===== src/rtl/kalman_pd_head_tracker_core_assert.svh =====
// Assertion macros for the head tracker core.
`ifndef KALMAN_PD_HEAD_TRACKER_CORE_ASSERT_SVH
`define KALMAN_PD_HEAD_TRACKER_CORE_ASSERT_SVH
`ifndef NO_ASSERTIONS
`define KPD_ASSERT_IMP(label, ante, cons) \
	label: assert property (@(posedge clk) disable iff (!arst_n) (ante) |-> (cons)) \
		else $error("assertion failed");
`define KPD_ASSERT_NEXT(label, ante, cons) \
	label: assert property (@(posedge clk) disable iff (!arst_n) (ante) |=> (cons)) \
		else $error("assertion failed");
`else
`define KPD_ASSERT_IMP(label, ante, cons)
`define KPD_ASSERT_NEXT(label, ante, cons)
`endif
`endif


===== src/rtl/kpd_pkg.sv =====
// Package of types and constants for the head tracker core.
`default_nettype none
package kpd_pkg;
	localparam int unsigned REG_PAN_KP  = 0;
	localparam int unsigned REG_PAN_KD  = 1;
	localparam int unsigned REG_TILT_KP = 2;
	localparam int unsigned REG_TILT_KD = 3;
	localparam int unsigned REG_Y_Q     = 4;
	localparam int unsigned REG_Y_R     = 5;
	localparam int unsigned REG_X_Q     = 6;
	localparam int unsigned REG_X_R     = 7;

	typedef enum logic [3:0] {
		ST_IDLE, ST_AXIS, ST_PRED, ST_DIV, ST_EST, ST_VAR, ST_PD1, ST_PD2, ST_OUT
	} state_t;

	// commands from controller to datapath
	typedef struct packed {
		logic       load;     // capture input item
		logic       sel_axis; // 0 = y/pan, 1 = x/tilt
		logic       pred;     // form predicted variance
		logic       div_go;   // start gain division
		logic       est;      // update estimate
		logic       var_upd;  // update variance
		logic       pd1;      // PD products
		logic       pd2;      // PD sum and clamp
		logic       out_go;   // present result
	} cmd_t;

	typedef struct packed {
		logic       meas_on;
		logic [3:0] passes;   // pass count of the current item
		logic       div_busy;
		logic       out_busy;
	} stat_t;
endpackage
`default_nettype wire


===== src/rtl/kpd_ctrl.sv =====
// Controller: sequences Kalman passes and PD update per axis, then the result.
`default_nettype none
module kpd_ctrl
	import kpd_pkg::*;
(
	input  wire logic clk,
	input  wire logic arst_n,
	input  wire logic in_valid,
	input  stat_t     stat,
	input  wire logic [3:0] passes_in,
	output cmd_t      cmd,
	output logic      ax_o
);
	state_t st_q, st_n;
	logic   ax_q, ax_n;
	logic [3:0] pass_q, pass_n;

	assign ax_o = ax_q;

	always_ff @(posedge clk or negedge arst_n) begin
		if (!arst_n) begin
			st_q <= ST_IDLE; ax_q <= 1'b0; pass_q <= 4'd0;
		end else begin
			st_q <= st_n; ax_q <= ax_n; pass_q <= pass_n;
		end
	end

	always_comb begin
		st_n = st_q; ax_n = ax_q; pass_n = pass_q;
		cmd = '0;
		cmd.sel_axis = ax_q;
		unique case (st_q)
			ST_IDLE: begin
				cmd.load = 1'b1;
				if (in_valid) begin
					pass_n = passes_in; ax_n = 1'b0; st_n = ST_AXIS;
				end
			end
			ST_AXIS: st_n = (stat.meas_on && pass_q != 4'd0) ? ST_PRED : ST_PD1;
			ST_PRED: begin cmd.pred = 1'b1; st_n = ST_DIV; end
			ST_DIV: begin cmd.div_go = 1'b1; st_n = ST_EST; end
			ST_EST: if (!stat.div_busy) begin cmd.est = 1'b1; st_n = ST_VAR; end
			ST_VAR: begin
				cmd.var_upd = 1'b1; pass_n = pass_q - 4'd1;
				st_n = (pass_q == 4'd1) ? ST_PD1 : ST_PRED;
			end
			ST_PD1: begin cmd.pd1 = 1'b1; st_n = ST_PD2; end
			ST_PD2: begin
				cmd.pd2 = 1'b1;
				if (ax_q) st_n = ST_OUT;
				else begin ax_n = 1'b1; pass_n = stat.passes; st_n = ST_AXIS; end
			end
			// wait for the previous result to be taken
			ST_OUT: if (!stat.out_busy) begin cmd.out_go = 1'b1; st_n = ST_IDLE; end
			default: st_n = ST_IDLE;
		endcase
	end
endmodule
`default_nettype wire


===== config.mk =====
export PLATFORM = sky130hd
export DESIGN_NAME = kpd_ctrl
export DESIGN_NICKNAME = d
export VERILOG_FILES = /design/src/rtl/kalman_pd_head_tracker_core_assert.svh /design/src/rtl/kpd_pkg.sv /design/src/rtl/kpd_ctrl.sv
export SDC_FILE = /design/constraint.sdc
export NUM_CORES = 1
export LEC_CHECK = 0
export ABC_AREA = 1
export BUFFER_PORTS_ARGS = -buffer_cell sky130_fd_sc_hd__buf_2
export CAP_MARGIN = 20
export CORE_MARGIN = 10
export CORE_UTILIZATION = 50
export CTS_CLUSTER_SIZE = 40
export DETAILED_ROUTE_END_ITERATION = 12
export PLACE_DENSITY = 0.91
export SKIP_CTS_REPAIR_TIMING = 1
export SLEW_MARGIN = 25
export SYNTH_ARGS = -nofsm -noshare
export SYNTH_HDL_FRONTEND = slang
export SYNTH_SLANG_ARGS = --single-unit

===== constraint.sdc =====
create_clock -name clk -period 3.9 [get_ports clk]
set_clock_uncertainty 0.1 [all_clocks]
set_input_delay 0.78 -clock clk [delete_from_list [all_inputs] [get_ports clk]]
set_output_delay 0.78 -clock clk [all_outputs]
set_load 0.05 [all_outputs]

==> impl_metrics.toml, run 1 <==
[routing]
detail-route-antenna-nets = 0
wl_per_cell_microns = 12.5
drtIter0Drc = 26
drc = 0
firstDrtPassIters = 4
viasPerCell = 5.18
totalWireLength_microns = 1860
vias = 767

[die]
start_util = 0.536
row_count = 13
die_x_microns = 57.3
pin_count = 24
die_height_microns = 57.3
core_area_sq_um = 1300
dieArea_sq_um = 3290

[timing]
slew_headroom = 0.801
hold_ws_ns = 0.248
worst_pin_slew_ns = 0.298
hold_viol = 0
tns_ns = 0
rsz0062_at_grt = "no"
setup_viol = 0
drv_slew = 0
finalCritPeriodShare = 0.607
max_freq_ghz = 0.422
post-route-min-period_ns = 2.37

[clocking]
cts_buffers = 3
clock_path_buffers = 2
clkLatencyLatePin_ns = 0.27
clk_pin_slew_ns = 0.07
htreeDepth = 1
clock_sinks = 9
cts_tree = "built"
root_buffer = "clkbuf_4"

[synth]
syn_area_sq_um = 697
synth_fp_nets = 124
synthMuxAreaShare = 0
synth_compound_area_frac = 0.0485
synth-seq-cells = 9
syn_inst = 108
yosys.cell_types.count = 22
synth_top_family_by_area = "simple AND/OR/NAND/NOR gates"
syn_area_per_cell_sq_um = 6.45
yosysSeqAreaShare = 0.323
synth-xor-area-share = 0
synthAdderAreaFrac = 0.0359
yosysTopAreaCell = "dfrtp_1"
yosysTopAreaCellShare = 0.323
synth-simple-area-share = 0.474
yosysWarnings = 0
synth.area.top_cells = "dfrtp_1, nand2_1, inv_1"

[worst_setup_path]
critPathKind = "reg -> out"
reg2reg_slack_ns = 2.45
cp-end-kind = "output port"
r2r_end = "pass_q[0]"
r2r_cells = 7
startpoint_type = "register"
cp.arrival_ns = 1.49
required_ns = 3.02
r2r-start = "st_q[0]"
crit_fanout = 8

[layout]
final_cells = 148
final_common_cell = "nand2_1"
nets = 150
area_growth_syn_to_layout_pct = 20.8
drive_gt1_frac = 0.278
diodes = 0
fin_util = 0.647
final_cell_mix = "nand2_1, buf_2, inv_1, nor2_1"

[power]
seq_power_share = 0.255
p_leak_nw = 0.512
pwr-share-clk = 0.104
peakVddDrop_v = 0.000694
combPwrFrac = 0.641
swShare = 0.585
p_sw_w = 0.000445
p_int_w = 0.000315
p_per_area_nw_per_um2 = 903

[place]
placed_cells = 144
gp_congestion = 0.867
port_buffers = 23
hpwl_microns = 1480

[grt]
grt_use_total = 0.115
grt_max_degree = 10
grt_antenna_before_repair = 0
grt_overflow = 0
first_global_vias = 759
grt_pass1_wl_microns = 3130
grt_util_met3 = 0.0133
met2_usage = 0.192
use_met1 = 0.128
busiest_layer = "met2"

[status]
status = "finished, final reports clean"

[flow_run]
cap_violations = 0

[worst_hold_path]
hold_path_class = "in -> async"
==> how the worst max path moves through the flow <==
stage               startpoint      to  slack, ns  cells after the start
floorplan              stat[1]  cmd[4]       0.74                      1
global route           st_q[0]  cmd[0]       1.48                      4
detailed placement     stat[1]  cmd[4]       1.63                      3
global placement       stat[1]  cmd[4]       1.65                      3
CTS                    st_q[0]  cmd[0]       1.56                      4
finish                 st_q[0]  cmd[0]       1.53                      4
==> through the flow <==
step,total power (W),cell area (sq um),setup WS [ns]
after global routing,0.000826,842,1.48
after detailed placement,0.000677,816,1.63
after CTS,0.000759,842,1.56
after floorplan,0.000580,697,0.741
final,0.000760,842,1.53
after global placement,0.000660,816,1.65
==> per-layer routing <==
metal  vias up  wire length, microns
met1       347                   747
met5         -                     0
li1        382                     -
met2        31                   952
met4         0                    70
met3         7                    87
==> synthesized netlist by cell type <==
library cell,count
o22ai_1,1
or2_1,1
buf_4,2
nor2_4,2
o21ai_1,2
o21ai_0,2
nor3_1,1
nor2_1,11
nor2_2,2
nor4_1,1
nand3_2,2
inv_2,2
dfrtp_1,9
inv_1,15
ha_1,2
a22oi_1,1
nand2_2,3
clkinv_1,1
nand3_1,9
nand3b_1,1
nand4_1,1
nand2_1,37
==> critical path: stages, from the launching register on <==
cell and delay (ns):
dfrtp_1 0.48, nor2_2 0.20, nand3_1 0.14, nor2_1 0.12
buf_2 0.27
==> final cells by class <==
type                       instances  area (sq um)
clock buffer                       4          26.3
sequential                         9           225
multi-input combinational         79           389
tap                               15          18.8
fill                             127           459
inverter                          18          67.6
timing repair buffer              23           115
==> sequential cells by signal (all words and copies together), names as in the netlist <==
name    count
pass_q      4
ax_o        1
st_q        4
==> power groups by stage <==
| stage | logic [W] | clock network, W | registers, W |
|---|---|---|---|
| after floorplan | 0.000382 | 0 | 0.000198 |
| after global placement | 0.000469 | 0 | 0.000191 |
| after detailed placement | 0.000484 | 0 | 0.000193 |
| after CTS | 0.000488 | 0.0000781 | 0.000192 |
| after global routing | 0.000546 | 0.0000832 | 0.000197 |
| final | 0.000487 | 0.0000793 | 0.000194 |
==> kinds of logic (layout without fill, tap and decap cells) <==
| kind of cell | after synthesis | count (layout) |
|---|---|---|
| fa+ha+maj | 2 | 2 |
| flops | 9 | 9 |
| buf+inv | 20 | 45 |
| compound gates | 6 | 6 |
| simple gates | 71 | 71 |
Note: power is estimated with default switching activity, not from simulation.
==> inputs of run 2 (changes only) <==
ABC_AREA = 0   (was 1)
CORE_UTILIZATION = 47   (was 50)
PLACE_DENSITY = 0.87   (was 0.91)
clock period = 2.3 ns   (was 3.9 ns; I/O delays follow)
==> impl_metrics.toml, run 2 <==
[synth]
synth-async-reset-ratio = 1.00
syn_area_sq_um = 661
ys.flop_type = "dfrtp_1"
syn_area_per_cell_sq_um = 8.47
yosys.cell_types.count = 29
yosysSeqAreaShare = 0.341
synth_fp_nets = 94
synth.area.top_cells = "dfrtp_1, nand2b_1, inv_1"
syn_inst = 78
synth-seq-cells = 9
yosysTopAreaCellShare = 0.341
yosysTopAreaCell = "dfrtp_1"
synth-edff-count = 0
yosysWarnings = 0
synth_common_cells = "dfrtp_1, inv_1, nand2b_1"
synth.most_common_cell = "dfrtp_1"

[worst_setup_path]
cp.arrival_ns = 1.65
crit_fanout = 16
critPathKind = "reg -> out"
startpoint_type = "register"
cp-end-kind = "output port"
required_ns = 1.74

[layout]
diodes = 0
area_growth_syn_to_layout_pct = 24.4
final_cell_mix = "buf_2, inv_1, dfrtp_1, nand2b_1"
final_common_cell = "buf_2"
drive_gt1_frac = 0.337
final_cells = 116
fill_cells = 99
nets = 118

[die]
die_x_microns = 57.5
core_area_sq_um = 1320
start_util = 0.501
die_height_microns = 57.5
row_count = 13
dieArea_sq_um = 3310
pin_count = 24

[timing]
hold_viol = 0
rsz0062_at_grt = "no"
worst_pin_slew_ns = 0.456
drv_slew = 0
setup_viol = 0
slew_headroom = 0.696
finalCritPeriodShare = 0.960
max_freq_ghz = 0.453
post-route-min-period_ns = 2.21

[clocking]
htreeDepth = 1
clkLatencyLatePin_ns = 0.26
clock_sinks = 9
clk_pin_slew_ns = 0.06
cts_buffers = 3
root_buffer = "clkbuf_4"
clock_path_buffers = 2
cts_tree = "built"

[place]
gp_congestion = 0.863
placed_cells = 111
port_buffers = 23
hpwl_microns = 1370

[routing]
totalWireLength_microns = 1710
viasPerCell = 5.77
detail-route-antenna-nets = 0
drc = 0
drtIter0Drc = 30
firstDrtPassIters = 4
wl_per_cell_microns = 14.7
vias = 669

[flow_run]
cap_violations = 0

[grt]
grt_antenna_before_repair = 0
grt_pass1_wl_microns = 2940
grt_overflow = 0
first_global_vias = 643
grt_max_degree = 17
grt_use_total = 0.105

[power]
finalPower_w = 0.00126
peakVddDrop_v = 0.000841
p_leak_nw = 0.401
p_per_area_nw_per_um2 = 1530

[worst_hold_path]
hold_path_class = "in -> reg"

[status]
status = "finished, final reports clean"
-- run 2: changes by cell type in the layout (fill, tap and decap cells not counted), moves of 3 or more --
cell,before,now
a22o_1,0,3
nand2_2,3,0
nand3_1,9,4
nor2_1,11,4
nand2b_1,0,6
a21oi_1,0,4
nand2_1,37,4
inv_1,15,7
-- run 2: cell type report --
cell class	count	area (sq um)	area share
clock buffers	3	22.5	0.0274
repair buffers	25	133	0.161
multi-input cells	56	389	0.473
inverters	7	26.3	0.0320
clock inverters	1	5.00	0.00609
flip-flops and latches	9	228	0.277
well taps	15	18.8	0.0228
-- run 2: metal layers --
layer | vias to the layer above | GRT usage | wire [microns] | part of all wire
li1 | 330 | - | - | -
met1 | 314 | 0.129 | 698 | 0.41
met5 | - | 0 | 0 | 0
met4 | 0 | 0.0201 | 0 | 0
met2 | 25 | 0.175 | 916 | 0.54
met3 | 0 | 0.0288 | 94 | 0.055
-- run 2: report_power, final --
part | internal, W | total (W) | switching (W)
clock network | 0.0000641 | 0.000120 | 0.0000555
registers | 0.000237 | 0.000396 | 0.000159
logic | 0.000266 | 0.000746 | 0.000481
total | 0.000566 | 0.00126 | 0.000695
-- run 2: critical path, stage by stage, from the launching register on --
cell and delay, ns:
dfrtp_1 0.54, nor4b_1 0.41, nor2b_1 0.17, buf_2 0.27
-- run 2: path summary, 6_finish.rpt --
| check | cells past startpoint | slack, ns | end | start |
|---|---|---|---|---|
| min in group asynchronous | 2 | 0.48 | pass_q[1] | arst_n |
| hold / removal | 2 | 0.35 | st_q[3] | stat[0] |
| hold reg to reg | 1 | 0.40 | st_q[1] | st_q[3] |
| setup / recovery | 3 | 0.09 | cmd[0] | st_q[0] |
| max in group asynchronous | 2 | 1.43 | st_q[1] | arst_n |
| setup reg to reg | 4 | 0.38 | pass_q[2] | st_q[0] |
-- run 2: stage by stage --
step / utilization / hold WS (ns) / cell area [sq um] / setup slack, ns / setup TNS, ns
floorplan: - / 0.0644 / 671 / -0.427 / -0.854
global placement: 0.594 / 0.220 / 782 / 0.383 / 0
detailed placement: 0.594 / 0.219 / 782 / 0.316 / 0
CTS: 0.614 / -0.0617 / 810 / 0.0302 / 0
global route: 0.624 / 0.346 / 822 / 0.0143 / 0
finish: 0.624 / 0.352 / 822 / 0.0928 / 0
-- run 2: kinds of logic (layout without fill, tap and decap cells) --
kind of cell / after synthesis / after routing / share of synthesized area
flip-flops: 9 / 9 / 0.341
AO/OA/AOI/OAI: 21 / 21 / 0.246
adder cells (fa/ha/maj): 2 / 2 / 0.0379
AND/OR/NAND/NOR: 33 / 33 / 0.290
buffers and inverters: 13 / 36 / 0.0852
